File: src/design/assert_macros.svh
// ---------------------------------------------------------------------------
// assert_macros
// assertion helpers used by the rtl
// ---------------------------------------------------------------------------
`ifndef ASSERT_MACROS_SVH
`define ASSERT_MACROS_SVH

// antecedent implies consequent in the same cycle
`define PSD_ASSERT_SAME(label, clk, rst, ante, cons) \
  label: assert property (@(posedge clk) disable iff (rst) (ante) |-> (cons)) \
    else $error("check failed: label");

// antecedent implies consequent in the next cycle
`define PSD_ASSERT_NEXT(label, clk, rst, ante, cons) \
  label: assert property (@(posedge clk) disable iff (rst) (ante) |=> (cons)) \
    else $error("check failed: label");

`endif

File: src/design/psd_pkg.sv
// ---------------------------------------------------------------------------
// psd_pkg
// types and widths shared by the point to segment distance pipeline
// ---------------------------------------------------------------------------
`default_nettype none

package psd_pkg;

  localparam int CW   = 16;          // coordinate width
  localparam int DW   = 17;          // distance and limit width
  localparam int TB   = 16;          // projection fraction bits
  localparam int DFW  = CW + 1;      // coordinate difference width
  localparam int PW   = 2 * DFW;     // product width
  localparam int LW   = 2 * CW + 2;  // squared length width
  localparam int SW   = 2 * CW + 3;  // signed dot product width
  localparam int RW   = CW + 2;      // residual vector width
  localparam int MW   = 2 * RW;      // squared distance width
  localparam int QW   = RW;          // root width
  localparam int REMW = QW + 4;      // root remainder width
  localparam int NDIV = TB;
  localparam int NSQ  = MW / 2;
  localparam int NST  = 3 + NDIV + 4 + NSQ + 1;

  typedef struct packed {
    logic signed [CW-1:0] point_x;
    logic signed [CW-1:0] point_y;
    logic signed [CW-1:0] start_x;
    logic signed [CW-1:0] start_y;
    logic signed [CW-1:0] end_x;
    logic signed [CW-1:0] end_y;
    logic [DW-1:0]        hit_limit;
  } in_item_t;

  typedef struct packed {
    logic [DW-1:0] distance;
    logic          within_res;
    logic          degenerate;
  } out_item_t;

  typedef enum logic [1:0] {
    PROJ_NEAR_A,
    PROJ_NEAR_B,
    PROJ_INSIDE
  } proj_t;

  typedef struct packed {
    logic signed [DFW-1:0] dx;
    logic signed [DFW-1:0] dy;
    logic signed [DFW-1:0] ex;
    logic signed [DFW-1:0] ey;
    proj_t                 proj;
    logic                  degen;
    logic [DW-1:0]         limit;
  } ctx_t;

  typedef struct packed {
    logic          degen;
    logic [DW-1:0] limit;
  } sq_ctx_t;

endpackage

`default_nettype wire

File: src/design/psd_sqrt_stage.sv
// ---------------------------------------------------------------------------
// psd_sqrt_stage
// one digit of the integer square root, two radicand bits per step
// ---------------------------------------------------------------------------
`default_nettype none

module psd_sqrt_stage (
  input  wire logic                clk,
  input  wire logic                adv,
  input  wire psd_pkg::sq_ctx_t    sctx_in,
  input  wire logic [psd_pkg::REMW-1:0] rem_in,
  input  wire logic [psd_pkg::QW-1:0]   root_in,
  input  wire logic [psd_pkg::MW-1:0]   xs_in,
  output psd_pkg::sq_ctx_t         sctx,
  output logic [psd_pkg::REMW-1:0] rem,
  output logic [psd_pkg::QW-1:0]   root,
  output logic [psd_pkg::MW-1:0]   xs
);

  logic [psd_pkg::REMW-1:0] rem_s, trial;
  logic ge;

  always_comb begin
    rem_s = {rem_in[psd_pkg::REMW-3:0], xs_in[psd_pkg::MW-1:psd_pkg::MW-2]};
    trial = psd_pkg::REMW'({root_in, 2'b01});
    ge    = (rem_s >= trial);
  end

  always_ff @(posedge clk) begin
    if (adv) begin
      rem  <= ge ? rem_s - trial : rem_s;
      root <= {root_in[psd_pkg::QW-2:0], ge};
      xs   <= {xs_in[psd_pkg::MW-3:0], 2'b00};
      sctx <= sctx_in;
    end
  end

endmodule

`default_nettype wire

File: config.mk
export PLATFORM = sky130hd
export DESIGN_NAME = psd_sqrt_stage
export DESIGN_NICKNAME = d
export VERILOG_FILES = /design/src/design/assert_macros.svh /design/src/design/psd_pkg.sv /design/src/design/psd_sqrt_stage.sv
export SDC_FILE = /design/constraint.sdc
export NUM_CORES = 1
export LEC_CHECK = 0
export BUFFER_PORTS_ARGS = -buffer_cell sky130_fd_sc_hd__buf_2
export CAP_MARGIN = 20
export CORE_ASPECT_RATIO = 0.7
export CORE_UTILIZATION = 43
export CTS_CLUSTER_SIZE = 8
export DETAILED_ROUTE_END_ITERATION = 12
export PLACE_DENSITY_LB_ADDON = 0.15
export RECOVER_POWER = 25
export SYNTH_ARGS = -nofsm -noshare
export SYNTH_HDL_FRONTEND = slang
export SYNTH_SLANG_ARGS = --single-unit
File: constraint.sdc
create_clock -name clk -period 4 [get_ports clk]
set_input_delay 0.8 -clock clk [delete_from_list [all_inputs] [get_ports clk]]
set_output_delay 0.8 -clock clk [all_outputs]
set_load 0.01 [all_outputs]
Word-level counts from Yosys, hierarchy flattened. Cells that the tools add are included.

Register bits after elaboration: 92. Input bits: 96. Output and inout bits: 94. Word-level logic and storage cells: 8.

Add/sub/neg operators: 1. $lt $le $gt $ge: 1. Multiplexer cells: 1.

Operators by type and width (count): $ge A22 B20 Y1 (1); $mux W22 (1); $sub A22 B20 Y22 (1).

Longest topological paths before layout.
Word-level depth: 2. Gate-level depth with buffers: 12. Depth with buffers taken out: 9.

Worst setup path after synthesis. OpenSTA, ideal clock, no wires.

Kind: input to register. Start point: input root_in[17] (netlist name). End point: register rem[11] (netlist name), data pin. Setup time: 0.260 ns. Data arrival time: 2.647 ns. Data required time: 3.740 ns. Setup slack: 1.093 ns. Stages on the path: 8. Buffers on the path: 1. Cell sequence: inv_1 -> ha_1 -> and3_1 -> nand2_1 -> or4_1 -> o31ai_2 -> buf_4 -> mux2_2.

Longest elaborated chain between the ends: 2.

Ends and longest elaborated chain: start, declared (RTL line psd_sqrt_stage.sv:12) `input wire logic [psd_pkg::QW-1:0] root_in,`; $ge A22 B20 Y1 (RTL line psd_sqrt_stage.sv:26) `ge = (rem_s >= trial);`; $mux W22 (RTL line psd_sqrt_stage.sv:31) `rem <= ge ? rem_s - trial : rem_s;`; end signal, assigned (RTL line psd_sqrt_stage.sv:31); end, declared (RTL line psd_sqrt_stage.sv:15) `output logic [psd_pkg::REMW-1:0] rem,`.

No other way between the ends. A chain may end at the register's enable or synchronous reset.

Final worst setup path.
Start point: input root_in[15] (netlist name). End point: register rem[8] (netlist name), data pin.

The elaborated chain is that of the path after synthesis.

==> metrics.csv <==
metric,value,unit
area of the die,10100,µm²
maximum VDD drop,0.266,mV
TNS Setup,0,ns
Max-Cap Viols,0,
"Req. time, crit path",4.09,ns
Cells after Synth,315,
"slowest stage delay, CP",0.53,ns
Critical Path Start,root_in[15],
TritonRoute pass-1 iters,4,
hpwl dp,7220,µm
Vias/cell,4.92,
Worst Path Arrival,3.19,ns
Mapped Avg Cell Area,13.3,µm²
mapped cell area,4180,µm²
startpoint types,input port,
CTS Buffer Depth,2,
via count,3135,
PortBufs,185,
Post-CTS Setup Inserts,0,
CTS Buf Count,9,
endpoints failing hold,0,
total grt overflow,0,
critical-path cell list,buf_2 -> inv_1 -> ha_1 -> and3_1 -> nand2_1 -> or4_1 -> o31ai_4 -> buf_4 -> mux2_2,
total power,0.00253,W
CTS sink count,92,
"most common cell after layout, fill and taps aside",buf_2,
synth warn,0,
RSZ-0062 raised after global routing,false,
"Reg clk slew, reported paths",0.07,ns
Tot GR Track Use,19.0,%
Filler cells,796,
GPL Wtd Cong,0.832,
crit path kind,input port to flip-flop,
CP max FO,25,
first-pass GRT wire length,14700,µm
# setup viols final,0,
CTS Hold Bufs,0,
Worst Tran Pin Value,0.638,ns
Routed WL,9400,µm
Worst Setup End Kind,flip-flop,
Initial Util,45.2,%
final count of pins violating max slew,0,
Post-DRT Antenna Nets,0,
period utilization,77.5,%
DRC Markers,0,
vias in the first global route,2978,
initial antenna violation count,0,
core area,9250,µm²
minimum clock period after layout,3.10,ns
die height,84.5,µm
CTS tree,done,
chip width,120,µm
post-synthesis cell type count,44,
Area Growth Syn to Fin,33.0,%
pin count of the biggest net entering global routing,51,
FMAX,322,MHz
Leak,2.46,nW
IO Count,190,
row cnt,29,
HP Class,input port to flip-flop,
DR WL/cell,14.8,µm
most frequent cells in the layout,"buf_2, edfxtp_1, a21oi_1, nor2_1, inv_1",
slowest stage cell on the critical path,or4_1,
nets@finish,624,
Max-slew headroom,57.5,%
status,finished clean,
Initial DRC Count,183,
Root Driver,clkbuf_16,
layout cell share with drive strength beyond 1,39.8,%
Resized cells post-CTS,0,
Synth Register Bits,92,
hold_sp,xs_in[5],
ant diodes,0,
"Seq/Total Area, Yosys",66.0,%
pwr dens,455,nW/µm²
number of H-tree levels,3,
## final timing paths
path | to | slack (ns) | cells after the start
worst max-delay path | rem[8] | 0.90 | 9
worst min-delay path | xs[7] | 0.63 | 1
## report_power, final
part	leakage (nW)	switching (W)	internal [W]	total (W)
registers	0.901	0.0000208	0.00117	0.00120
clock network	0.152	0.000384	0.000501	0.000885
logic	1.41	0.000256	0.000195	0.000451
## cells in the mapped netlist, drive strengths merged
library cell / number / share of area [%]
mux2: 4 / 1.1
nand2b: 1 / 0.15
o311ai: 2 / 0.42
nand2: 16 / 1.4
nor2b: 1 / 0.15
a2111oi: 1 / 0.21
buf: 7 / 1.1
nand3: 3 / 0.36
conb: 1 / 0.090
mux2i: 2 / 0.48
a31oi: 3 / 0.45
and3: 4 / 0.60
o21bai: 1 / 0.18
and4: 1 / 0.21
a32oi: 1 / 0.21
a21oi: 33 / 3.9
edfxtp: 92 / 66
a21o: 7 / 1.3
o21ai: 13 / 1.6
nand4: 5 / 0.75
a211o: 2 / 0.42
nor3: 3 / 0.36
xor2: 10 / 2.1
o32ai: 1 / 0.21
inv: 25 / 2.2
a211oi: 1 / 0.18
o31ai: 2 / 0.48
clkbuf: 2 / 0.21
xnor2: 8 / 1.7
or2: 1 / 0.15
o21a: 7 / 1.3
a311oi: 1 / 0.21
nor3b: 1 / 0.18
o31a: 1 / 0.21
or4: 2 / 0.36
ha: 20 / 6.0
a21bo: 1 / 0.24
o211ai: 1 / 0.18
nor2: 26 / 2.3
nor4b: 2 / 0.42
## layout make-up
class	instances	area (µm²)	area share, %
clock buffers	9	225	4.05
clock inverters	7	88.8	1.60
inverters	25	93.8	1.69
multi-input cells	190	1290	23.1
flip-flops and latches	92	2760	49.6
well taps	124	155	2.79
repair buffers	190	955	17.1
## sequential cells by signal, summed over array words and instances (netlist names)
name  flops
root     18
sctx     18
xs       34
rem      22
## per-layer routing
layer | share of wire (%) | routed length, µm | global-route usage, %
met5 | 0 | 0 | 0
met4 | 1.2 | 114 | 5.80
met3 | 8.0 | 752 | 6.25
met2 | 45 | 4220 | 29.5
met1 | 46 | 4320 | 25.4
## through the flow
| step | util [%] | instances | area, µm² | setup slack [ns] | hold WS, ns |
|---|---|---|---|---|---|
| 2_1_floorplan | - | 316 | 4190 | 1.09 | 0.899 |
| 3_3_place_gp | 56.9 | 621 | 5260 | 0.558 | 0.976 |
| 3_5_place_dp | 56.9 | 621 | 5260 | 0.544 | 0.978 |
| 4_1_cts | 60.3 | 637 | 5580 | 0.894 | 0.621 |
| 5_1_grt | 60.2 | 637 | 5570 | 0.716 | 0.614 |
| 6_report | 60.2 | 637 | 5570 | 0.899 | 0.633 |
## worst max-delay path: cells and delay by family
family	cells	cell delay [ns]
mux	1	0.36
compound gates	1	0.20
simple gates	3	0.93
fa+ha+maj	1	0.45
buf+inv	3	0.45
## logic make-up (layout without fill, tap and decap cells)
family / Yosys count / after routing / synth area share, %
DFF: 92 / 92 / 66.0
muxes: 6 / 6 / 1.55
xor gates and xnor gates: 18 / 18 / 3.77
AOI/OAI and AO/OA: 78 / 78 / 11.6
buffers and inverters: 34 / 231 / 3.53
other: 1 / 2 / 0.0896
and+or+nand+nor: 66 / 66 / 7.45
adders and majority gates: 20 / 20 / 5.98
(Power assumes the default switching activity.)
