<file path="src/design/assert_macros.svh">
// ---------------------------------------------------------------------------
// assert_macros
// assertion helpers used by the rtl
// ---------------------------------------------------------------------------
`ifndef ASSERT_MACROS_SVH
`define ASSERT_MACROS_SVH

// antecedent implies consequent in the same cycle
`define PSD_ASSERT_SAME(label, clk, rst, ante, cons) \
  label: assert property (@(posedge clk) disable iff (rst) (ante) |-> (cons)) \
    else $error("check failed: label");

// antecedent implies consequent in the next cycle
`define PSD_ASSERT_NEXT(label, clk, rst, ante, cons) \
  label: assert property (@(posedge clk) disable iff (rst) (ante) |=> (cons)) \
    else $error("check failed: label");

`endif

</file>
<file path="src/design/psd_pkg.sv">
// ---------------------------------------------------------------------------
// psd_pkg
// types and widths shared by the point to segment distance pipeline
// ---------------------------------------------------------------------------
`default_nettype none

package psd_pkg;

  localparam int CW   = 16;          // coordinate width
  localparam int DW   = 17;          // distance and limit width
  localparam int TB   = 16;          // projection fraction bits
  localparam int DFW  = CW + 1;      // coordinate difference width
  localparam int PW   = 2 * DFW;     // product width
  localparam int LW   = 2 * CW + 2;  // squared length width
  localparam int SW   = 2 * CW + 3;  // signed dot product width
  localparam int RW   = CW + 2;      // residual vector width
  localparam int MW   = 2 * RW;      // squared distance width
  localparam int QW   = RW;          // root width
  localparam int REMW = QW + 4;      // root remainder width
  localparam int NDIV = TB;
  localparam int NSQ  = MW / 2;
  localparam int NST  = 3 + NDIV + 4 + NSQ + 1;

  typedef struct packed {
    logic signed [CW-1:0] point_x;
    logic signed [CW-1:0] point_y;
    logic signed [CW-1:0] start_x;
    logic signed [CW-1:0] start_y;
    logic signed [CW-1:0] end_x;
    logic signed [CW-1:0] end_y;
    logic [DW-1:0]        hit_limit;
  } in_item_t;

  typedef struct packed {
    logic [DW-1:0] distance;
    logic          within_res;
    logic          degenerate;
  } out_item_t;

  typedef enum logic [1:0] {
    PROJ_NEAR_A,
    PROJ_NEAR_B,
    PROJ_INSIDE
  } proj_t;

  typedef struct packed {
    logic signed [DFW-1:0] dx;
    logic signed [DFW-1:0] dy;
    logic signed [DFW-1:0] ex;
    logic signed [DFW-1:0] ey;
    proj_t                 proj;
    logic                  degen;
    logic [DW-1:0]         limit;
  } ctx_t;

  typedef struct packed {
    logic          degen;
    logic [DW-1:0] limit;
  } sq_ctx_t;

endpackage

`default_nettype wire

</file>
<file path="src/design/psd_front.sv">
// ---------------------------------------------------------------------------
// psd_front
// differences, products, squared length, dot product and clamp decision
// ---------------------------------------------------------------------------
`default_nettype none

module psd_front (
  input  wire logic              clk,
  input  wire logic              adv,
  input  wire psd_pkg::in_item_t query,
  output psd_pkg::ctx_t          ctx,
  output logic [psd_pkg::LW-1:0] len,
  output logic [psd_pkg::LW-1:0] rem
);

  psd_pkg::ctx_t c1, c2, ctx_next;
  logic signed [psd_pkg::PW-1:0] pdx, pdy, pex, pey;
  logic signed [psd_pkg::SW-1:0] dot;
  logic [psd_pkg::LW-1:0] len_next;

  // stage 1: differences
  always_ff @(posedge clk) begin
    if (adv) begin
      c1.dx    <= $signed({query.end_x[psd_pkg::CW-1], query.end_x})
                - $signed({query.start_x[psd_pkg::CW-1], query.start_x});
      c1.dy    <= $signed({query.end_y[psd_pkg::CW-1], query.end_y})
                - $signed({query.start_y[psd_pkg::CW-1], query.start_y});
      c1.ex    <= $signed({query.point_x[psd_pkg::CW-1], query.point_x})
                - $signed({query.start_x[psd_pkg::CW-1], query.start_x});
      c1.ey    <= $signed({query.point_y[psd_pkg::CW-1], query.point_y})
                - $signed({query.start_y[psd_pkg::CW-1], query.start_y});
      c1.proj  <= psd_pkg::PROJ_NEAR_A;
      c1.degen <= 1'b0;
      c1.limit <= query.hit_limit;
    end
  end

  // stage 2: products
  always_ff @(posedge clk) begin
    if (adv) begin
      pdx <= c1.dx * c1.dx;
      pdy <= c1.dy * c1.dy;
      pex <= c1.ex * c1.dx;
      pey <= c1.ey * c1.dy;
      c2  <= c1;
    end
  end

  // stage 3: sums and clamp
  always_comb begin
    len_next = psd_pkg::LW'(pdx) + psd_pkg::LW'(pdy);
    dot      = psd_pkg::SW'(pex) + psd_pkg::SW'(pey);
    ctx_next = c2;
    ctx_next.degen = (len_next == '0);
    if (ctx_next.degen || dot <= 0) begin
      ctx_next.proj = psd_pkg::PROJ_NEAR_A;
    end else if ($unsigned(dot) >= psd_pkg::SW'(len_next)) begin
      ctx_next.proj = psd_pkg::PROJ_NEAR_B;
    end else begin
      ctx_next.proj = psd_pkg::PROJ_INSIDE;
    end
  end

  always_ff @(posedge clk) begin
    if (adv) begin
      ctx <= ctx_next;
      len <= len_next;
      rem <= dot[psd_pkg::LW-1:0];
    end
  end

endmodule

`default_nettype wire

</file>
<file path="config.mk">
export PLATFORM = sky130hd
export DESIGN_NAME = psd_front
export DESIGN_NICKNAME = d
export VERILOG_FILES = /design/src/design/assert_macros.svh /design/src/design/psd_pkg.sv /design/src/design/psd_front.sv
export SDC_FILE = /design/constraint.sdc
export NUM_CORES = 2
export LEC_CHECK = 0
export ABC_AREA = 1
export ABC_CLOCK_PERIOD_IN_PS = 6700
export BUFFER_PORTS_ARGS = -buffer_cell sky130_fd_sc_hd__buf_2
export CAP_MARGIN = 20
export CORE_AREA = 8 8 414 416
export CTS_CLUSTER_SIZE = 16
export DETAILED_ROUTE_END_ITERATION = 7
export DIE_AREA = 0 0 422 424
export GPL_TIMING_DRIVEN = 0
export RECOVER_POWER = 50
export SLEW_MARGIN = 20
export SYNTH_ARGS = -nofsm -noshare
export SYNTH_HDL_FRONTEND = slang
export SYNTH_SLANG_ARGS = --single-unit
</file>
<file path="constraint.sdc">
create_clock -name clk -period 6.7 [get_ports clk]
set_input_delay 1.005 -clock clk [delete_from_list [all_inputs] [get_ports clk]]
set_output_delay 1.005 -clock clk [all_outputs]
set_load 0.005 [all_outputs]
</file>
* Yosys cells after proc, flatten, opt, wreduce, memory -nomap -nowiden
Index checks and enable logic that the tools add are counted.
Storage, ports and cells: logic and storage cells 38, register bits 462
Operators by class: muxes and demuxes 1, reduce and logical (&&, ||, !) cells 2, add/sub/neg operators 6, $lt $le $gt $ge 2, multiply operators 4
Operator list (number):
- $mul A17 B17 Y34 | 4
- $sub A16 B16 Y17 | 4
- $add A34 B34 Y35 | 1
- $ge A35 B34 Y1 | 1
- $le A35 B1 Y1 const B | 1
- $add A34 B34 Y34 | 1
- $logic_not A34 Y1 | 1
- $mux W2 | 1
- $logic_or A1 B1 Y1 | 1

* Longest topological paths before layout
depth in word-level cells 3, mapped depth 30

* Worst setup path before layout
No wires, ideal clock.
kind reg2reg, start reg c1[87] in the netlist's numbering, end reg pdx[32] in the netlist's numbering (data pin), buffers on the path 2, period minus slack after synthesis 6.079 ns, arrival 5.820 ns, cell stages (with the launch flop) 23, slack 0.621 ns, cell sequence edfxtp_1 clkbuf_1 buf_1 nand2_1 fa_1 inv_1 fa_1 fa_1 fa_1 fa_1 inv_1 fa_1 inv_1 ha_1 nand2_1 nor4_1 nand3_1 nand4_1 nand3_1 nand2_1 nand2_1 nand2_1 xor2_1
Between the ends: longest elaborated chain between the ends 1
Ends and longest elaborated chain:
- from (decl) | RTL line psd_front.sv:16 | psd_pkg::ctx_t c1, c2, ctx_next;
- $mul A17 B17 Y34 | RTL line psd_front.sv:41 | pdx <= c1.dx * c1.dx;
- to (signal assigned) | RTL line psd_front.sv:41
- to (decl) | RTL line psd_front.sv:17 | logic signed [psd_pkg::PW-1:0] pdx, pdy, pex, pey;
No other way between the ends. A chain may end at the register's enable or synchronous reset.

* Final worst setup path
start reg c1[59] in the netlist's numbering, end reg pdy[20] in the netlist's numbering (data pin)
Between the ends: longest elaborated chain between the ends 1
Ends and longest elaborated chain:
- $mul A17 B17 Y34 | RTL line psd_front.sv:42 | pdy <= c1.dy * c1.dy;
- to (signal assigned) | RTL line psd_front.sv:42
- to (decl) | RTL line psd_front.sv:17
No other way between the ends.

==> reports/qor.yml <==
clock_network:
  worstSkewPairLatency_ns: 0.69
  path_clk_slew_ns: 0.07
  cts.sink_count: 458
  cts_buffers: 58
  root_buffer: "clkbuf_16"
  clockBufferDepth: 3
  cts_tree: "built"
  htreeDepth: 2
timing:
  finalMaxSlewViolations: 26
  fin_skew_ns: 0.0205
  fin_crit_ns: 6.62
  fmax_mhz: 151
  worst_pin_slew_ns: 2.04
  hold_ws_ns: 0.405
  finalSetupViolCount: 0
  finalCritPeriodShare_pct: 98.8
  finalHoldViolCount: 0
  maxSlewHeadroom_pct: -35.9
  rsz0062_at_grt: "yes"
  fin_tns_setup_ns: 0
global_routing:
  track_usage_pct: 21.4
  grt_start_max_net_pins: 101
  grt_pass1_wl_um: 295000
  grt_pass1_vias: 50100
  grt_overflow: 0
  antenna_found_initial: 8
placement:
  dp.cells: 9829
  gp_congestion: 0.950
  portBuffers: 270
  dpl.hpwl_um: 162000
setup_path:
  cp_max_fo: 10
  critPathKind: "reg -> reg"
  cp.arrival_ns: 6.99
  crit_path_end_kind: "flip-flop"
  r2r_setup_slack_ns: 0.08
  reg2reg_depth: 23
  r2r_end: "pdy[20]$_DFFE_PP_"
  r2r_start: "c1[59]$_DFFE_PP_"
  startpoint_type: "flip-flop"
  required_ns: 7.08
route:
  vias: 48600
  drt_iter0_drc: 3942
  totalWireLength_um: 194000
  drc: 0
  antenna_left: 0
  drt-pass1-iter-count: 7
  detail_route.wl_per_cell_um: 19.4
  viasPerCell: 4.86
logic_synthesis:
  synth_edf_count: 458
  synthFlopType: "edfxtp_1"
  yosys_warnings: 0
  ys_seq_area_share_pct: 21.0
  syn-num-nets: 9125
  avgSynthCellArea_um2: 8.87
  ys_seq_elements: 458
  synth_cell_types: 55
  syn_area_um2: 65300
  synthCells: 7365
  async_reset_ff_share_pct: 0
cells_and_area:
  fin_cells: 10000
  drive_above_1_share_pct: 9.87
  finalNetCount: 9523
  mostFrequentLayoutCells: "inv_1 (2,126), nand2_1 (1,649), fa_1 (1,117)"
  final_common_cell: "inv_1"
  syn2layout_area_growth_pct: 12.0
  fill_cells: 16200
floorplanning:
  fp-row-count: 149
  die_h_um: 424
  start_util_pct: 39.7
  die_w_um: 422
  die_area_um2: 179000
  io_pins: 271
  coreArea_um2: 164000
worst_hold_path:
  hold_path_class: "reg -> reg"
  whs_endpoint: "ctx[41]$_DFFE_PP_"
  worstHoldStart: "c2[41]$_DFFE_PP_"
  whs_path_depth: 0
outcome:
  status: "finished, violations left"
  failed_checks: "capacitance limit, slew limit"
job:
  maxCapViolations: 1
cell usage after synthesis, types with 4 or more instances:
master	instances	area, µm²
o2111ai_1	5	43.8
nor4_1	11	68.8
a21o_1	24	180
o211ai_1	5	37.5
nor2_2	8	50.1
nor3_1	30	150
a211oi_1	7	52.6
o21a_1	14	105
a31oi_1	11	68.8
o21ai_1	15	75.1
o21ai_0	86	430
edfxtp_1	458	13800
o31ai_1	4	30.0
xor2_1	149	1310
xnor2_1	95	832
clkbuf_1	210	788
nand4_1	51	319
nand3b_1	13	97.6
nand3_1	105	526
a21boi_1	4	30.0
o21ai_2	6	52.6
a21oi_1	246	1230
nor2_1	271	1020
o221ai_1	4	35.0
o21bai_1	26	195
fa_1	1131	22600
or2_2	18	113
nand2_2	11	68.8
ha_1	514	6430
a31o_2	6	52.6
nand2_1	1658	6220
inv_1	2127	7980
and2_1	7	43.8
area by class of cell:
| cell class | count | area, µm² | area share (%) |
|---|---|---|---|
| timing repair buffer | 390 | 2400 | 3.27 |
| buffer | 159 | 1010 | 1.38 |
| multi-input combinational | 4565 | 43300 | 59.1 |
| clock inverter | 44 | 474 | 0.648 |
| tap | 2189 | 2740 | 3.74 |
| clock buffer | 66 | 1550 | 2.11 |
| sequential | 458 | 13800 | 18.8 |
| antenna | 4 | 10.0 | 0.0137 |
| inverter | 2131 | 8000 | 10.9 |
flip-flops by register name (all words and copies together), names as in the netlist:
signal / count
pex: 34
c1: 85
ctx: 88
rem: 34
len: 34
pdy: 32
pdx: 32
c2: 85
pey: 34
metal layers:
layer	share of wire (%)	GRT usage (%)
met4	3.9	7.54
met3	6.9	3.16
met2	47	35.5
met1	42	28.8
met5	0.0067	0
critical path, stage by stage (launching register included):
cell      delay (ns)
edfxtp_1        0.51
buf_6           0.21
clkbuf_8        0.20
nand2_1         0.07
inv_1           0.07
fa_1            0.50
inv_1           0.06
fa_1            0.54
inv_1           0.05
ha_1            0.18
fa_1            0.48
inv_1           0.05
fa_1            0.48
fa_1            0.49
inv_1           0.04
ha_1            0.35
nand2_1         0.15
inv_1           0.08
a21oi_1         0.09
o21bai_1        0.22
a21oi_1         0.18
o21ai_1         0.47
a21oi_1         0.16
xnor2_1         0.64
through the flow:
stage	instance area, µm²	utilization (%)	setup WS (ns)
floorplan	65300	-	0.621
global placement	69400	42.2	-2.86
detailed placement	69600	42.3	-2.03
CTS	72400	44.0	-0.0677
global route	73200	44.5	-0.106
finish	73200	44.5	0.0828
worst max path at each step:
stage | from | endpoint | slack [ns]
detailed placement | c1[56]$_DFFE_PP_ | pdy[30]$_DFFE_PP_ | -2.03
CTS | c1[69]$_DFFE_PP_ | pdy[30]$_DFFE_PP_ | -0.07
global route | c1[64]$_DFFE_PP_ | pdy[30]$_DFFE_PP_ | -0.11
finish | c1[59]$_DFFE_PP_ | pdy[20]$_DFFE_PP_ | 0.08
floorplan | c1[87]$_DFFE_PP_ | pdx[32]$_DFFE_PP_ | 0.62
global placement | adv | ctx[14]$_DFFE_PP_ | -2.86
kinds of logic after synthesis:
kind of cell | synth area share, %
buf+inv | 13.5
simple gates | 13.4
fa+ha+maj | 44.5
compound gates | 4.21
flops | 21.0
xor+xnor | 3.35
repair_timing:
item,in CTS,in global routing
hold buffers,0,0
setup buffers,51,64
hold endpoints to repair,0,0
endpoints found under the setup margin,70,40
pin swaps,5,16
resized for setup,221,170
Power is not shown: default switching activity piles up to over one toggle a cycle in this logic, so the estimate is an artifact.
