File: config.mk
export PLATFORM = sky130hd
export DESIGN_NAME = psd_back
export DESIGN_NICKNAME = d
export VERILOG_FILES = /design/src/design/assert_macros.svh /design/src/design/psd_pkg.sv /design/src/design/psd_back.sv
export SDC_FILE = /design/constraint.sdc
export NUM_CORES = 2
export LEC_CHECK = 0
export BUFFER_PORTS_ARGS = -buffer_cell sky130_fd_sc_hd__buf_2
export CAP_MARGIN = 20
export CELL_PAD_IN_SITES_DETAIL_PLACEMENT = 1
export CELL_PAD_IN_SITES_GLOBAL_PLACEMENT = 1
export CORE_ASPECT_RATIO = 0.5
export CORE_MARGIN = 10
export CORE_UTILIZATION = 52
export DETAILED_ROUTE_END_ITERATION = 7
export PLACE_DENSITY_LB_ADDON = 0.1
export SLEW_MARGIN = 20
export SYNTH_ARGS = -nofsm -noshare
export SYNTH_HDL_FRONTEND = slang
export SYNTH_SLANG_ARGS = --single-unit
File: constraint.sdc
create_clock -name clk -period 8.52 [get_ports clk]
set_clock_uncertainty 0.15 [all_clocks]
set_input_delay 0 -clock clk [delete_from_list [all_inputs] [get_ports clk]]
set_output_delay 0 -clock clk [all_outputs]
set_load 0.1 [all_outputs]
File: src/design/assert_macros.svh
// ---------------------------------------------------------------------------
// assert_macros
// assertion helpers used by the rtl
// ---------------------------------------------------------------------------
`ifndef ASSERT_MACROS_SVH
`define ASSERT_MACROS_SVH

// antecedent implies consequent in the same cycle
`define PSD_ASSERT_SAME(label, clk, rst, ante, cons) \
  label: assert property (@(posedge clk) disable iff (rst) (ante) |-> (cons)) \
    else $error("check failed: label");

// antecedent implies consequent in the next cycle
`define PSD_ASSERT_NEXT(label, clk, rst, ante, cons) \
  label: assert property (@(posedge clk) disable iff (rst) (ante) |=> (cons)) \
    else $error("check failed: label");

`endif

File: src/design/psd_pkg.sv
// ---------------------------------------------------------------------------
// psd_pkg
// types and widths shared by the point to segment distance pipeline
// ---------------------------------------------------------------------------
`default_nettype none

package psd_pkg;

  localparam int CW   = 16;          // coordinate width
  localparam int DW   = 17;          // distance and limit width
  localparam int TB   = 16;          // projection fraction bits
  localparam int DFW  = CW + 1;      // coordinate difference width
  localparam int PW   = 2 * DFW;     // product width
  localparam int LW   = 2 * CW + 2;  // squared length width
  localparam int SW   = 2 * CW + 3;  // signed dot product width
  localparam int RW   = CW + 2;      // residual vector width
  localparam int MW   = 2 * RW;      // squared distance width
  localparam int QW   = RW;          // root width
  localparam int REMW = QW + 4;      // root remainder width
  localparam int NDIV = TB;
  localparam int NSQ  = MW / 2;
  localparam int NST  = 3 + NDIV + 4 + NSQ + 1;

  typedef struct packed {
    logic signed [CW-1:0] point_x;
    logic signed [CW-1:0] point_y;
    logic signed [CW-1:0] start_x;
    logic signed [CW-1:0] start_y;
    logic signed [CW-1:0] end_x;
    logic signed [CW-1:0] end_y;
    logic [DW-1:0]        hit_limit;
  } in_item_t;

  typedef struct packed {
    logic [DW-1:0] distance;
    logic          within_res;
    logic          degenerate;
  } out_item_t;

  typedef enum logic [1:0] {
    PROJ_NEAR_A,
    PROJ_NEAR_B,
    PROJ_INSIDE
  } proj_t;

  typedef struct packed {
    logic signed [DFW-1:0] dx;
    logic signed [DFW-1:0] dy;
    logic signed [DFW-1:0] ex;
    logic signed [DFW-1:0] ey;
    proj_t                 proj;
    logic                  degen;
    logic [DW-1:0]         limit;
  } ctx_t;

  typedef struct packed {
    logic          degen;
    logic [DW-1:0] limit;
  } sq_ctx_t;

endpackage

`default_nettype wire

File: src/design/psd_back.sv
// ---------------------------------------------------------------------------
// psd_back
// offset along the segment, residual vector and its squared length
// ---------------------------------------------------------------------------
`default_nettype none

module psd_back (
  input  wire logic              clk,
  input  wire logic              adv,
  input  wire psd_pkg::ctx_t     ctx_in,
  input  wire logic [psd_pkg::TB-1:0] t_in,
  output psd_pkg::sq_ctx_t       sctx,
  output logic [psd_pkg::MW-1:0] mag
);

  localparam logic signed [psd_pkg::PW-1:0] HALF = psd_pkg::PW'(1) <<< (psd_pkg::TB - 1);

  psd_pkg::ctx_t c1, c2;
  psd_pkg::sq_ctx_t c3;
  logic signed [psd_pkg::PW-1:0] ox, oy, rx_full, ry_full;
  logic signed [psd_pkg::RW-1:0] offx, offy, ex_w, ey_w, dx_w, dy_w;
  logic signed [psd_pkg::RW-1:0] rx, ry, rx_next, ry_next;
  logic signed [psd_pkg::MW-1:0] sx, sy;

  function automatic logic signed [psd_pkg::PW-1:0] c1_dx_t(
    input logic signed [psd_pkg::DFW-1:0] d,
    input logic [psd_pkg::TB-1:0] tv
  );
    logic signed [psd_pkg::DFW:0] ts;
    ts = $signed({1'b0, tv});
    return psd_pkg::PW'(d * ts);
  endfunction

  // stage 1: offset products
  always_ff @(posedge clk) begin
    if (adv) begin
      ox <= c1_dx_t(ctx_in.dx, t_in);
      oy <= c1_dx_t(ctx_in.dy, t_in);
      c1 <= ctx_in;
    end
  end

  // stage 2: round the offset and select the residual
  always_comb begin
    rx_full = (ox + HALF) >>> psd_pkg::TB;
    ry_full = (oy + HALF) >>> psd_pkg::TB;
    offx = rx_full[psd_pkg::RW-1:0];
    offy = ry_full[psd_pkg::RW-1:0];
    ex_w = psd_pkg::RW'(c1.ex);
    ey_w = psd_pkg::RW'(c1.ey);
    dx_w = psd_pkg::RW'(c1.dx);
    dy_w = psd_pkg::RW'(c1.dy);
    case (c1.proj)
      psd_pkg::PROJ_INSIDE: begin
        rx_next = ex_w - offx;
        ry_next = ey_w - offy;
      end
      psd_pkg::PROJ_NEAR_B: begin
        rx_next = ex_w - dx_w;
        ry_next = ey_w - dy_w;
      end
      default: begin
        rx_next = ex_w;
        ry_next = ey_w;
      end
    endcase
  end

  always_ff @(posedge clk) begin
    if (adv) begin
      rx <= rx_next;
      ry <= ry_next;
      c2 <= c1;
    end
  end

  // stage 3: squares
  always_ff @(posedge clk) begin
    if (adv) begin
      sx <= rx * rx;
      sy <= ry * ry;
      c3 <= '{degen: c2.degen, limit: c2.limit};
    end
  end

  // stage 4: sum of squares
  always_ff @(posedge clk) begin
    if (adv) begin
      mag  <= $unsigned(sx) + $unsigned(sy);
      sctx <= c3;
    end
  end

endmodule

`default_nettype wire

Word level (Yosys, flattened, before mapping)
Cells that the tools add are included.

Flip-flop bits (word level): 354. Latch bits: 0. RAM bits: 0. Memory bits (read-only): 0. Bits of input ports: 106. Output and inout port bits: 54. Logic and storage cells: 35. Memories: 0.

$add $sub $neg: 7. Multiply operators: 4. Divide/modulo/power cells: 0. $lt $le $gt $ge: 0. Equal/unequal tests: 2. Shift operators: 0. Mux-type cells: 2. Bitwise gates (word level): 0. Reductions and logical operators: 0.

Operators by type and width (number): multiplier 18 x 18 -> 36 bit (2); case mux 18 bit (2 select lines) (2); adder 34 x 17 -> 34 bit (second input constant) (2); multiplier 17 x 17 -> 34 bit (2); adder 36 bit (1); subtractor 17 x 17 -> 18 bit (2); subtractor 17 x 18 -> 18 bit (2); == test 2 x 1 -> 1 bit (second input constant) (1); == test 2 bit (second input constant) (1).

Depth between registers and ports, before layout
Depth in word-level cells: 3. Depth in mapped cells: 27. Mapped depth without buffers: 25.

Least setup slack after synthesis
Ideal clock, no wire load.

Path kind: register to register. Start: reg rx[3] (netlist bit). End: reg sx[34] (netlist bit) (data pin). Library setup time: 0.258 ns. Data arrival time: 6.098 ns. Required time: 8.112 ns. Path slack: 2.014 ns. Cell stages (with the launch flop): 26. Buffers on the path: 2. Period minus slack after synthesis: 6.506 ns. Cells stage by stage: edfxtp_1 clkbuf_1 clkbuf_1 nand2_1 fa_1 inv_1 fa_1 inv_1 fa_1 inv_1 fa_1 fa_1 inv_1 fa_1 inv_1 ha_1 a21o_1 a21o_1 a21o_1 o2bb2ai_1 o41ai_1 a21oi_1 nand3_1 nand2_1 a21oi_1 xnor2_1.

Longest elaborated chain between the ends: 1.

RTL lines: start: declaration (RTL line psd_back.sv:22) `logic signed [psd_pkg::RW-1:0] rx, ry, rx_next, ry_next;`; start signal: assignment (RTL line psd_back.sv:71) `rx <= rx_next;`; multiplier 18 x 18 -> 36 bit (RTL line psd_back.sv:80) `sx <= rx * rx;`; end signal: assignment (RTL line psd_back.sv:80); end: declaration (RTL line psd_back.sv:23) `logic signed [psd_pkg::MW-1:0] sx, sy;`.

No other way between the ends. A chain may end at the register's enable or synchronous reset.

Final worst setup path
Start: reg ry[0] (netlist bit). End: reg sy[34] (netlist bit) (data pin).

Longest elaborated chain between the ends: 1.

RTL lines: start: declaration (RTL line psd_back.sv:22); start signal: assignment (RTL line psd_back.sv:72) `ry <= ry_next;`; multiplier 18 x 18 -> 36 bit (RTL line psd_back.sv:81) `sy <= ry * ry;`; end signal: assignment (RTL line psd_back.sv:81); end: declaration (RTL line psd_back.sv:23).

No other way between the ends.

==> flow_metrics.tcl <==
set metrics [dict create \
    cts_sinks 322 \
    r2r_slack_ns 0.98 \
    design.core.area_um2 106000 \
    cts_max_path_buffers 3 \
    synth.top_cells.by_count "inv_1 (1508), fa_1 (1142), nand2_1 (591)" \
    cts_root_buf "clkbuf_16" \
    area_growth_pct 8.63 \
    worst_ep_arrival_time_ns 7.73 \
    postSynth.asyncResetShare 0 \
    relSlewSlack 0.259 \
    grt_setup_unrepaired "no" \
    fillers 11700 \
    post_synth_instance_area_um2 55500 \
    syn_inst 5544 \
    ys.flop_type "edfxtp_1" \
    tritoncts "built" \
    critical_path_class "reg -> reg" \
    place_congestion 0.880 \
    slew_violations 0 \
    critPathLaunchType "register" \
    end_kind "register" \
    r2r-start "ry[0]" \
    synth-edff-count 322 \
    drt_iter0_drc 1797 \
    period_minus_slack_ns 7.54 \
    grt_max_degree 76 \
    ys_types 77 \
    crit_path_top_delay_cell "o41ai_1" \
    fin_tns_setup_ns 0 \
    syn_nets 7249 \
    fp.dieH_um 251 \
    crit_start "ry[0]" \
    yosysSeqAreaShare 0.174 \
    drive_above_1_share 0.0486 \
    synth.avg_cell_area_um2 10.0 \
    path_cells "nand2_1 > fa_1 > inv_1 > fa_1 > inv_1 > fa_1 > fa_1 > inv_1 > fa_1 > inv_1 > fa_1 > inv_1 > ha_1 > nand2_1 > nor3_1 > o311ai_1 > nand2_1 > o41ai_1 > o41ai_1 > nand4_1 > nand4b_1 > a21oi_1 > xnor2_1" \
    crit_path_frequent_cell "fa_1" \
    fmax_mhz 133 \
    path_clk_slew_ns 0.07 \
    drtPass1Iterations 5 \
    insertion_delay_ns 0.59 \
    worstPathMaxFanout 20 \
    htree_num_levels 2 \
    synth_most_common_cell "inv_1" \
    min_path_type "reg -> reg" \
    rows 84 \
    grt_pass1_wl_mm 238 \
    wl_mm 144 \
    worst-endpoint-required_ns 8.70 \
    yosys.area.top_type_share 0.412 \
    period_share 0.885 \
    antenna_found_initial 17 \
    numCtsBuffers 37 \
    status "finished, final reports clean" \
    yosys.area.top_type "fa_1" \
    track_usage 0.247 \
    synthTopCellsByArea "fa_1 (41%), edfxtp_1 (17%), ha_1 (10%)" \
    start_util 0.526 \
    dp.final_hpwl_mm 113 \
    drc 0 \
    io_buffers 159 \
    dieArea_um2 121000 \
    nets 7457 \
    cts_setup_buffers 0 \
    ys_seq_elements 322 \
    io_pins 160 \
    finalHoldViolations 0 \
    min_from "c3[16]" \
    slowest_delay_ns 0.86 \
    setup_viol 0 \
    gr-total-overflow 0 \
    dieWidth_um 482 \
    synth_warnings 0 \
    drv_cap 0 \
    worstMarginPinSlew_ns 1.10 \
    grt_pass1_vias 45100 \
    post_drt_wl_per_cell_um 20.0 \
    viasPerCell 5.28 \
    ant_nets 0 \
    num_vias 38100 \
]
cell families (layout without fill, tap and decap cells):
kind of cell,count (synthesis),count (layout),synth area share
other cells,0,10,0
fa+ha+maj,1599,1599,0.515
flops,322,322,0.174
compound gates,444,444,0.0512
buf+inv,1663,1898,0.112
mux,11,11,0.00212
simple gates,1274,1274,0.108
xor+xnor,231,231,0.0365
per-layer routing:
metal	vias to the layer above	GRT usage	wire length, um
met4	4	0.0587	3350
met2	797	0.454	75800
met3	209	0.0272	6200
met1	20100	0.310	59100
li1	17000	-	-
met5	-	0	34
worst max-delay path, delay by kind of cell, from the launching register on:
family	cells	cell delay [ns]
AOI/OAI and AO/OA	4	1.28
xor gates and xnor gates	1	0.12
adders and majority gates	7	3.50
buffers and inverters	5	0.27
DFF	1	0.78
and+or+nand+nor	6	1.21
sequential cells by signal, summed over array words and instances, names as in the netlist:
| name | cells |
|---|---|
| ox | 19 |
| sctx | 18 |
| rx | 18 |
| c3 | 18 |
| sy | 35 |
| ry | 18 |
| c1 | 88 |
| sx | 35 |
| c2 | 18 |
| mag | 36 |
| oy | 19 |
layout make-up:
cell class,count,area (um2),area share
Antenna cell,10,25.0,0.000415
Clock buffer,42,945,0.0157
Clock inverter,24,226,0.00376
Inverter,1509,5660,0.0940
Multi-Input combinational cell,3559,39600,0.657
Sequential cell,322,9670,0.160
Tap cell,1419,1780,0.0295
Timing Repair Buffer,323,2390,0.0397
final timing paths:
| check | to | depth (start not counted) |
|---|---|---|
| max | sy[34] | 23 |
| min | sctx[16] | 0 |
| max reg2reg | sy[34] | 23 |
| min reg2reg | sctx[16] | 0 |
stage by stage:
stage / hold slack [ns] / instances / instance area (um2) / worst slack, ns / util
2_1_floorplan: -0.0511 / 5544 / 55500 / 2.01 / -
3_3_place_gp: 0.0260 / 6989 / 57700 / 1.26 / 0.546
3_5_place_dp: 0.0283 / 6989 / 57700 / 1.03 / 0.546
4_1_cts: 0.238 / 7198 / 60300 / 1.01 / 0.571
5_1_grt: 0.269 / 7206 / 60300 / 0.557 / 0.571
6_report: 0.266 / 7208 / 60300 / 0.976 / 0.571
cells in the final DEF (no fill, tap or decap), types with 7 or more instances in the layout:
master	netlist	final
a21o_1	42	42
nand4_1	14	14
buf_4	0	21
buf_2	0	158
and2_1	325	325
edfxtp_1	322	322
nor2_1	182	182
nand2b_1	29	29
o21a_1	31	31
diode_2	0	10
o21bai_1	18	18
a21oi_1	158	158
ha_1	457	456
xor2_1	69	69
nand2_1	591	591
or2_2	7	7
o21ai_0	91	91
dlygate4sd3_1	0	143
inv_1	1508	1508
clkinv_1	0	9
a211oi_1	12	12
clkbuf_16	0	37
o211ai_1	8	8
nor3_1	25	25
nand3_1	33	33
nor2b_1	23	23
a31oi_1	12	12
and3_1	19	19
inv_6	0	8
a31o_2	7	7
fa_1	1142	1142
xnor2_1	162	162
timing repair:
item / CTS / global route
gates resized for setup: 0 / 0
hold buffers: 143 / 0
endpoints found under the hold margin: 155 / 0
Power is not shown: default switching activity piles up to over one toggle a cycle in this logic, so the estimate is an artifact.
