===== config.mk =====
export PLATFORM = sky130hd
export DESIGN_NAME = psd_div_stage
export DESIGN_NICKNAME = d
export VERILOG_FILES = /design/src/design/assert_macros.svh /design/src/design/psd_pkg.sv /design/src/design/psd_div_stage.sv
export SDC_FILE = /design/constraint.sdc
export NUM_CORES = 1
export LEC_CHECK = 0
export BUFFER_PORTS_ARGS = -buffer_cell sky130_fd_sc_hd__buf_2
export CAP_MARGIN = 10
export CORE_AREA = 2 2 135 137
export CTS_CLUSTER_DIAMETER = 50
export CTS_CLUSTER_SIZE = 40
export DETAILED_ROUTE_END_ITERATION = 10
export DIE_AREA = 0 0 137 139
export MAX_ROUTING_LAYER = met4
export PLACE_DENSITY_LB_ADDON = 0.05
export SLEW_MARGIN = 20
export SYNTH_ARGS = -nofsm -noshare
export SYNTH_HDL_FRONTEND = slang
export SYNTH_SLANG_ARGS = --single-unit

===== constraint.sdc =====
create_clock -name clk -period 4.6 [get_ports clk]
set_input_delay 0.69 -clock clk [delete_from_list [all_inputs] [get_ports clk]]
set_output_delay 0.69 -clock clk [all_outputs]
set_load 0.05 [all_outputs]

===== src/design/assert_macros.svh =====
// ---------------------------------------------------------------------------
// assert_macros
// assertion helpers used by the rtl
// ---------------------------------------------------------------------------
`ifndef ASSERT_MACROS_SVH
`define ASSERT_MACROS_SVH

// antecedent implies consequent in the same cycle
`define PSD_ASSERT_SAME(label, clk, rst, ante, cons) \
  label: assert property (@(posedge clk) disable iff (rst) (ante) |-> (cons)) \
    else $error("check failed: label");

// antecedent implies consequent in the next cycle
`define PSD_ASSERT_NEXT(label, clk, rst, ante, cons) \
  label: assert property (@(posedge clk) disable iff (rst) (ante) |=> (cons)) \
    else $error("check failed: label");

`endif


===== src/design/psd_pkg.sv =====
// ---------------------------------------------------------------------------
// psd_pkg
// types and widths shared by the point to segment distance pipeline
// ---------------------------------------------------------------------------
`default_nettype none

package psd_pkg;

  localparam int CW   = 16;          // coordinate width
  localparam int DW   = 17;          // distance and limit width
  localparam int TB   = 16;          // projection fraction bits
  localparam int DFW  = CW + 1;      // coordinate difference width
  localparam int PW   = 2 * DFW;     // product width
  localparam int LW   = 2 * CW + 2;  // squared length width
  localparam int SW   = 2 * CW + 3;  // signed dot product width
  localparam int RW   = CW + 2;      // residual vector width
  localparam int MW   = 2 * RW;      // squared distance width
  localparam int QW   = RW;          // root width
  localparam int REMW = QW + 4;      // root remainder width
  localparam int NDIV = TB;
  localparam int NSQ  = MW / 2;
  localparam int NST  = 3 + NDIV + 4 + NSQ + 1;

  typedef struct packed {
    logic signed [CW-1:0] point_x;
    logic signed [CW-1:0] point_y;
    logic signed [CW-1:0] start_x;
    logic signed [CW-1:0] start_y;
    logic signed [CW-1:0] end_x;
    logic signed [CW-1:0] end_y;
    logic [DW-1:0]        hit_limit;
  } in_item_t;

  typedef struct packed {
    logic [DW-1:0] distance;
    logic          within_res;
    logic          degenerate;
  } out_item_t;

  typedef enum logic [1:0] {
    PROJ_NEAR_A,
    PROJ_NEAR_B,
    PROJ_INSIDE
  } proj_t;

  typedef struct packed {
    logic signed [DFW-1:0] dx;
    logic signed [DFW-1:0] dy;
    logic signed [DFW-1:0] ex;
    logic signed [DFW-1:0] ey;
    proj_t                 proj;
    logic                  degen;
    logic [DW-1:0]         limit;
  } ctx_t;

  typedef struct packed {
    logic          degen;
    logic [DW-1:0] limit;
  } sq_ctx_t;

endpackage

`default_nettype wire


===== src/design/psd_div_stage.sv =====
// ---------------------------------------------------------------------------
// psd_div_stage
// one restoring division step of the projection fraction
// ---------------------------------------------------------------------------
`default_nettype none

module psd_div_stage (
  input  wire logic              clk,
  input  wire logic              adv,
  input  wire psd_pkg::ctx_t     ctx_in,
  input  wire logic [psd_pkg::LW-1:0] len_in,
  input  wire logic [psd_pkg::LW-1:0] rem_in,
  input  wire logic [psd_pkg::TB-1:0] t_in,
  output psd_pkg::ctx_t          ctx,
  output logic [psd_pkg::LW-1:0] len,
  output logic [psd_pkg::LW-1:0] rem,
  output logic [psd_pkg::TB-1:0] t
);

  logic [psd_pkg::LW:0] r2, diff;
  logic ge;

  always_comb begin
    r2   = {rem_in, 1'b0};
    ge   = (r2 >= {1'b0, len_in});
    diff = r2 - {1'b0, len_in};
  end

  always_ff @(posedge clk) begin
    if (adv) begin
      rem <= ge ? diff[psd_pkg::LW-1:0] : r2[psd_pkg::LW-1:0];
      t   <= {t_in[psd_pkg::TB-2:0], ge};
      len <= len_in;
      ctx <= ctx_in;
    end
  end

endmodule

`default_nettype wire


After elaboration in Yosys (flattened, before gate mapping). Index checks and enable logic that the tools add are counted.

Register bits after elaboration: 172. Bits in latches: 0. RAM bits: 0. ROM bits: 0. Bits of input ports: 174. Output and inout port bits: 172. Word-level logic and storage cells: 14. Memories: 0.

Add/subtract/negate cells: 1. Multiply operators: 0. Divide/modulo/power cells: 0. $lt $le $gt $ge: 1. Eq/ne operators: 0. Shift-type cells: 0. Multiplexer cells: 1. Bitwise logic cells: 0. Reductions and logical operators: 0.

Operators by type and width (count): $ge A35 B34 Y1 (1); $mux W34 (1); $sub A34 B34 Y34 (1).

Depth between registers and ports, before layout. Gate-level depths: netlist (run 1).

Depth after elaboration: 2. Mapped depth: 14. Mapped depth without buffers: 11.

Worst setup path before layout (run 1). OpenSTA, ideal clock, no wires.

Path kind: input to register. Start point: input port len_in[0] (netlist name). End point: register rem[32] (netlist name), data pin. Setup time: 260 ps. Arrival time: 3187 ps. Data required time: 4340 ps. Slack: 1153 ps. Stages: 10. Buffers on the path: 0. Cells stage by stage: inv_1 -> fa_1 -> a21o_1 -> a221oi_4 -> a211oi_2 -> a311o_2 -> a21oi_1 -> nor3_1 -> or3b_1 -> mux2_4.

Word-level cells in the longest chain between the ends: 2. Elaborated cells between the ends (all ways): 3. Classes of those cells: add/sub: 1; order compare: 1; mux: 1.

RTL lines: start: declaration (line psd_div_stage.sv:11) `input wire logic [psd_pkg::LW-1:0] len_in,`; $sub A34 B34 Y34 or $ge A35 B34 Y1 (tied branches) (line psd_div_stage.sv:26, psd_div_stage.sv:25); $mux W34 (*) (line psd_div_stage.sv:31) `rem <= ge ? diff[psd_pkg::LW-1:0] : r2[psd_pkg::LW-1:0];`; end signal: assignment (line psd_div_stage.sv:31); end: declaration (line psd_div_stage.sv:16) `output logic [psd_pkg::LW-1:0] rem,`.

Every way passes the cells marked *; elsewhere a longest branch is shown, timed or not. A chain may end at the register's enable or synchronous reset.

Worst setup path in the final report (run 1).
Start point: input port len_in[8] (netlist name). End point: register rem[3] (netlist name), data pin.

Word-level cells in the longest chain between the ends: 2.

RTL lines: $ge A35 B34 Y1 (line psd_div_stage.sv:25) `ge = (r2 >= {1'b0, len_in});`; $mux W34 (line psd_div_stage.sv:31).

Every way passes these cells.

==> results of run 1 <==
==> layout by cell type, fill, tap and decap left out, types with 2 or more instances in the layout <==
cell type	instances
edfxtp_1	172
clkinvlp_4	2
clkbuf_16	17
o31ai_1	3
nand3_1	3
nor3_1	8
nor4_1	2
or2_2	2
ha_1	34
and2_1	3
o21ai_0	20
bufinv_16	3
a21oi_1	32
inv_8	5
nand2b_1	4
xor2_1	12
diode_2	6
mux2_4	9
o221ai_1	3
or3_1	2
nor2_1	12
buf_4	2
xnor2_1	15
o211ai_1	5
and3_1	2
nand4_1	10
o21bai_1	4
mux2_2	20
inv_6	3
nand2_1	15
buf_2	343
a21o_1	17
o21ba_2	2
a31oi_1	2
o21a_1	3
inv_1	40
==> per-layer routing <==
layer | vias to the layer above | share of wire | global-route usage
li1 | 2653 | - | -
met1 | 2574 | 0.38 | 0.232
met2 | 225 | 0.51 | 0.350
met3 | 31 | 0.087 | 0.0669
met4 | 0 | 0.026 | 0.0928
met5 | - | 0 | -
==> power groups by stage <==
| stage | clock, uW | sequential (uW) | combinational [uW] |
|---|---|---|---|
| floorplan | 0 | 2500 | 316 |
| global placement | 0 | 1970 | 1160 |
| detailed placement | 0 | 1970 | 1170 |
| CTS | 1570 | 1940 | 1180 |
| global route | 1640 | 1950 | 1230 |
| finish | 1530 | 1940 | 1170 |
==> worst min path at each step <==
| stage | startpoint | to | depth (start not counted) | slack [ps] |
|---|---|---|---|---|
| 2_1_floorplan | ctx_in[0] | ctx[0] | 0 | 790 |
| 3_3_place_gp | t_in[3] | t[4] | 1 | 870 |
| 3_5_place_dp | t_in[3] | t[4] | 1 | 870 |
| 4_1_cts | ctx_in[82] | ctx[82] | 1 | 410 |
| 5_1_grt | t_in[3] | t[4] | 1 | 410 |
| 6_report | t_in[3] | t[4] | 1 | 430 |
==> metrics by stage <==
stage | hold slack (ps) | cell area, um2 | power [uW] | std cells | setup WS, ps
3_5_place_dp | 868 | 9620 | 3140 | 1066 | 683
5_1_grt | 406 | 10300 | 4820 | 1103 | 972
2_1_floorplan | 789 | 7650 | 2820 | 503 | 1150
6_report | 434 | 10300 | 4640 | 1103 | 1110
4_1_cts | 414 | 10300 | 4680 | 1097 | 1140
3_3_place_gp | 868 | 9620 | 3130 | 1066 | 703
==> area by class of cell <==
class / count / share of cell area
diodes: 6 / 0.00146
clock buffers: 17 / 0.0414
clock inverters: 14 / 0.0199
inverters: 41 / 0.0150
multi-input cells: 277 / 0.220
flip-flops and latches: 172 / 0.503
well taps: 229 / 0.0279
repair buffers: 347 / 0.172
==> kinds of logic (layout without fill, tap and decap cells) <==
group	Yosys count	in the layout	synth area share
AO/OA/AOI/OAI	110	110	0.102
AND/OR/NAND/NOR	75	75	0.0550
buffers and inverters	54	419	0.0303
other	0	6	0
multiplexers	30	30	0.0484
XOR/XNOR	27	27	0.0309
flip-flops	172	172	0.675
adder cells (fa/ha/maj)	35	35	0.0582
==> registers in the layout (all words and copies together), names as in the netlist <==
signal,flops
ctx,88
len,34
rem,34
t,16
==> Yosys cell counts (2+ instances only) <==
| cell type | instances | area [um2] |
|---|---|---|
| o31ai_1 | 3 | 22.5 |
| a21oi_1 | 32 | 160 |
| or3_1 | 2 | 12.5 |
| nand4_1 | 10 | 62.6 |
| or2_2 | 2 | 12.5 |
| and2_1 | 3 | 18.8 |
| mux2_2 | 20 | 225 |
| nand2b_1 | 4 | 25.0 |
| o221ai_1 | 3 | 26.3 |
| o21ba_2 | 2 | 20.0 |
| nor4_1 | 2 | 12.5 |
| inv_1 | 40 | 150 |
| xor2_1 | 12 | 105 |
| and3_1 | 2 | 12.5 |
| o21a_1 | 3 | 22.5 |
| ha_1 | 34 | 425 |
| nand2_1 | 15 | 56.3 |
| nor2_1 | 12 | 45.0 |
| a31oi_1 | 2 | 12.5 |
| mux2_4 | 9 | 135 |
| nand3_1 | 3 | 15.0 |
| clkbuf_1 | 9 | 33.8 |
| o211ai_1 | 5 | 37.5 |
| xnor2_1 | 15 | 131 |
| o21bai_1 | 4 | 30.0 |
| o21ai_0 | 20 | 100 |
| a21o_1 | 17 | 128 |
| edfxtp_1 | 172 | 5160 |
| nor3_1 | 8 | 40.0 |
==> impl_metrics.py, run 1 <==
metrics = {
    "clock_network": {
        "clockRootBuffer": "clkbuf_16",
        "clkTransAtPathRegs_ps": 70,
        "cts_tree": "yes",
        "cts.hold.buffers_added": 0,
        "cts_buffers": 17,
        "cts_setup_buffers": 0,
        "clk_path_buf_depth": 2,
        "numClockSinks": 172,
        "htreeDepth": 4,
        "post_cts_resized": 0,
    },
    "critical_path": {
        "critPathSlowestCell": "o21ai_0",
        "path_buf_inv": 4,
        "end_kind": "register",
        "worstPathMaxFanout": 21,
        "startpoint_type": "primary input",
        "worstPathArrival_ps": 3670,
        "cp_slowest_stage_delay_ps": 410,
        "crit_required_ps": 4770,
        "path_class": "primary input to register",
        "crit_start": "len_in[8]",
        "crit_family": "compound AO/OA/AOI/OAI gates",
        "crit_cells": 13,
        "crit_end": "rem[3]",
        "crit_chain": "buf_2, inv_1, ha_1, a21oi_1, o21ai_0, a221o_1, a21oi_2, o21ba_2, o22a_2, o21a_4, inv_2, buf_12, mux2_2",
    },
    "detailed_routing": {
        "drt_iter0_drc": 291,
        "vias_per_cell": 4.97,
        "drc": 0,
        "vias": 5483,
        "totalWireLength_mm": 19.9,
        "wl_per_cell_um": 18.0,
        "drtAntennaViolNets": 0,
        "first_pass_iters": 7,
    },
    "die": {
        "dieArea_um2": 19000,
        "die_h_um": 139,
        "io_pins": 346,
        "num_rows": 49,
        "fp.coreArea_um2": 17700,
        "chipWidth_um": 137,
        "start_util": 0.433,
    },
    "power_and_ir_drop": {
        "p_leak_uw": 0.00453,
        "power.internal_uw": 3110,
        "power.share.clock": 0.331,
        "p_per_area_nw_per_um2": 452,
        "peakVddDrop_mv": 0.215,
        "p_comb_frac": 0.252,
        "power_frac_seq": 0.417,
        "power.switching_uw": 1520,
        "switching_share": 0.329,
    },
    "synthesis": {
        "avgSynthCellArea_um2": 15.2,
        "synthFlopType": "edfxtp_1",
        "synth_seq_area_share": 0.675,
        "synth_edf_count": 172,
        "syn-instance-count": 503,
        "syn_area_um2": 7650,
        "yosysWarningCount": 0,
        "synth_cell_types": 67,
        "synthArstFlopShare": 0,
        "syn-num-nets": 712,
        "ys_ff_latch": 172,
    },
    "sta": {
        "slew_viol_final": 0,
        "period_share": 0.760,
        "tightest_slew_ps": 885,
        "fin_tns_setup_ps": 0,
        "rsz0062_at_grt": "no",
        "hold_viol": 0,
        "period_minus_slack_ps": 3490,
        "max_freq_mhz": 286,
        "slew_headroom": 0.410,
        "setup_viol": 0,
    },
    "cells_and_area": {
        "final_layout_size_suffix_gt1_frac": 0.493,
        "syn_to_final_growth_pct": 34.2,
        "nNetsFinal": 1065,
        "fillers": 1504,
        "regArea_um2": 5160,
        "postLayoutCoreUtil": 0.581,
        "multiInputGateArea_um2": 2250,
    },
    "placement": {
        "gp_congestion": 0.929,
        "dp_hpwl_mm": 15.6,
        "portBuffers": 344,
    },
    "global_route": {
        "overflow": 0,
        "grt_max_degree": 98,
        "grt_pass1_vias": 5575,
        "grt_pass1_wl_mm": 29.7,
        "grt_usage": 0.211,
        "antenna_found_initial": 6,
    },
    "run_status": {
        "status": "finished, final reports clean",
    },
    "min_path": {
        "hold_class": "primary input to register",
    },
    "job": {
        "cap_violations": 0,
    },
}
Power figures use the tool's default switching activity.
==> run 2, diff against run 1 <==
--- a/config.mk
+++ b/config.mk
@@ -7,11 +7,11 @@
 export LEC_CHECK = 0
 export BUFFER_PORTS_ARGS = -buffer_cell sky130_fd_sc_hd__buf_2
 export CAP_MARGIN = 10
-export CORE_AREA = 2 2 135 137
+export CORE_AREA = 2 2 137 139
 export CTS_CLUSTER_DIAMETER = 50
 export CTS_CLUSTER_SIZE = 40
 export DETAILED_ROUTE_END_ITERATION = 10
-export DIE_AREA = 0 0 137 139
+export DIE_AREA = 0 0 139 141
 export MAX_ROUTING_LAYER = met4
 export PLACE_DENSITY_LB_ADDON = 0.05
 export SLEW_MARGIN = 20
==> constraint.sdc (replaced) <==
create_clock -name clk -period 2.9 [get_ports clk]
set_input_delay 0.435 -clock clk [delete_from_list [all_inputs] [get_ports clk]]
set_output_delay 0.435 -clock clk [all_outputs]
set_load 0.05 [all_outputs]
==> run 2 against run 1 <==
  * Sequential power grew 58%
  * Worst hold slack lost 260 ps
  * Cell area grew 8.6%
  * Routed wire length grew 4.4%
  * Critical endpoint is now rem[26]
  * Setup slack lost 910 ps
  * Cell count grew 9.3%
  * Utilization grew 2.9 points
  * Clock-buffer cell count is the same
  * First-iteration DRC count shrank 20%
==> impl_metrics.py, run 2 (synthesized netlist as in run 1, its figures left out) <==
metrics = {
    "detailed_routing": {
        "drtAntennaViolNets": 0,
        "vias": 5906,
        "wl_per_cell_um": 17.2,
        "drc": 0,
        "vias_per_cell": 4.90,
        "first_pass_iters": 6,
        "drt_iter0_drc": 233,
        "totalWireLength_mm": 20.8,
    },
    "clock_network": {
        "cts.hold.buffers_added": 0,
        "clk_path_buf_depth": 2,
        "cts_tree": "yes",
        "numClockSinks": 172,
        "clockRootBuffer": "clkbuf_16",
        "cts_buffers": 17,
        "clkTransAtPathRegs_ps": 80,
        "htreeDepth": 4,
    },
    "sta": {
        "max_freq_mhz": 370,
        "fin_tns_setup_ps": 0,
        "period_minus_slack_ps": 2700,
        "tightest_slew_ps": 477,
        "period_share": 0.932,
        "slew_headroom": 0.682,
        "setup_viol": 0,
        "rsz0062_at_grt": "no",
        "slew_viol_final": 0,
        "hold_viol": 0,
    },
    "global_route": {
        "grt_usage": 0.214,
        "overflow": 0,
        "grt_pass1_wl_mm": 31.6,
        "grt_max_degree": 65,
        "antenna_found_initial": 6,
        "grt_pass1_vias": 6025,
    },
    "critical_path": {
        "cp_slowest_stage_delay_ps": 370,
        "crit_chain": "buf_2, inv_1, fa_2, a21o_1, a221oi_4, o21ai_1, a31o_2, a41o_1, a2111oi_2, nor3_1, mux2_4",
        "end_kind": "register",
        "worstPathArrival_ps": 2890,
        "critPathSlowestCell": "a2111oi_2",
        "worstPathMaxFanout": 3,
        "crit_required_ps": 3080,
        "startpoint_type": "primary input",
        "path_class": "primary input to register",
    },
    "power_and_ir_drop": {
        "switching_share": 0.343,
        "p_comb_frac": 0.278,
        "total_power_uw": 7400,
        "power.internal_uw": 4860,
        "p_leak_uw": 0.00500,
        "power.share.clock": 0.307,
        "power_frac_seq": 0.415,
        "peakVddDrop_mv": 0.407,
        "power.switching_uw": 2540,
        "p_per_area_nw_per_um2": 664,
    },
    "die": {
        "start_util": 0.419,
        "fp.coreArea_um2": 18300,
        "io_pins": 346,
        "num_rows": 50,
        "chipWidth_um": 139,
        "die_h_um": 141,
        "dieArea_um2": 19600,
    },
    "run_status": {
        "status": "finished, final reports clean",
    },
    "placement": {
        "dp_hpwl_mm": 16.5,
        "portBuffers": 344,
        "placed_area_um2": 10500,
        "gp_congestion": 0.909,
    },
    "cells_and_area": {
        "regArea_um2": 5160,
        "top_register": "ctx",
        "largestRegisters": "ctx x88, len x34, rem x34",
        "syn_to_final_growth_pct": 45.7,
        "final_layout_size_suffix_gt1_frac": 0.559,
        "mostFrequentLayoutCells": "343 x buf_2, 172 x edfxtp_1, 96 x buf_4",
        "largest_reg_flops": 88,
        "nNetsFinal": 1162,
        "finalInstanceArea_um2": 11100,
        "layout_commonest_cell": "buf_2",
        "fillers": 1516,
        "multiInputGateArea_um2": 2390,
    },
    "job": {
        "cap_violations": 0,
    },
    "min_path": {
        "hold_class": "primary input to register",
    },
}
## run 2: cell count changes in the layout (fill, tap and decap cells not counted), sizes merged
cell      previous run  this run
bufinv               3         0
inv                 49        47
clkinvlp             2         3
buf                347       444
clkinv               1         6
## run 2: final timing paths
kind	startpoint	endpoint	slack, ps	cells past startpoint
worst min-delay path	t_in[12]	t[13]	170	1
worst max-delay path	len_in[1]	rem[26]	200	11
## run 2: layout make-up
class                   count  share of cell area
diodes                      6             0.00135
clock buffers              17              0.0382
clock inverters            15              0.0161
inverters                  41              0.0138
multi-input cells         277               0.214
flip-flops and latches    172               0.463
well taps                 234              0.0263
repair buffers            444               0.227
## run 2: through the flow
step,cells,hold slack (ps),worst slack [ps],utilization
final,1206,170,197,0.610
after global placement,1168,612,-312,0.576
after CTS,1200,154,135,0.609
after detailed placement,1168,613,-316,0.576
after floorplan,503,534,-46.4,-
after global routing,1206,142,55.4,0.610
## run 2: critical path, delay by kind of cell
kind | cells | cell delay (ps)
and+or+nand+nor | 1 | 120
muxes | 1 | 260
buffers and inverters | 2 | 160
adders and majority gates | 1 | 360
AOI/OAI and AO/OA | 6 | 1540
## run 2: repair_timing
action	CTS	global route
endpoints found under the setup margin	0	2
buffers inserted	0	0
resized for setup	0	2
## run 2: metal layers
| metal | track usage | wire length (um) |
|---|---|---|
| met1 | 0.248 | 8380 |
| met2 | 0.359 | 10600 |
| met3 | 0.0557 | 1230 |
| met4 | 0.0845 | 546 |
| met5 | - | 0 |
## run 2: power by group through the flow
stage / Clock [uW] / Sequential (uW) / Combinational (uW)
detailed placement: 0 / 3120 / 2060
floorplan: 0 / 3970 / 526
global route: 2440 / 3090 / 2180
global placement: 0 / 3120 / 2040
finish: 2270 / 3070 / 2060
CTS: 2330 / 3070 / 2070
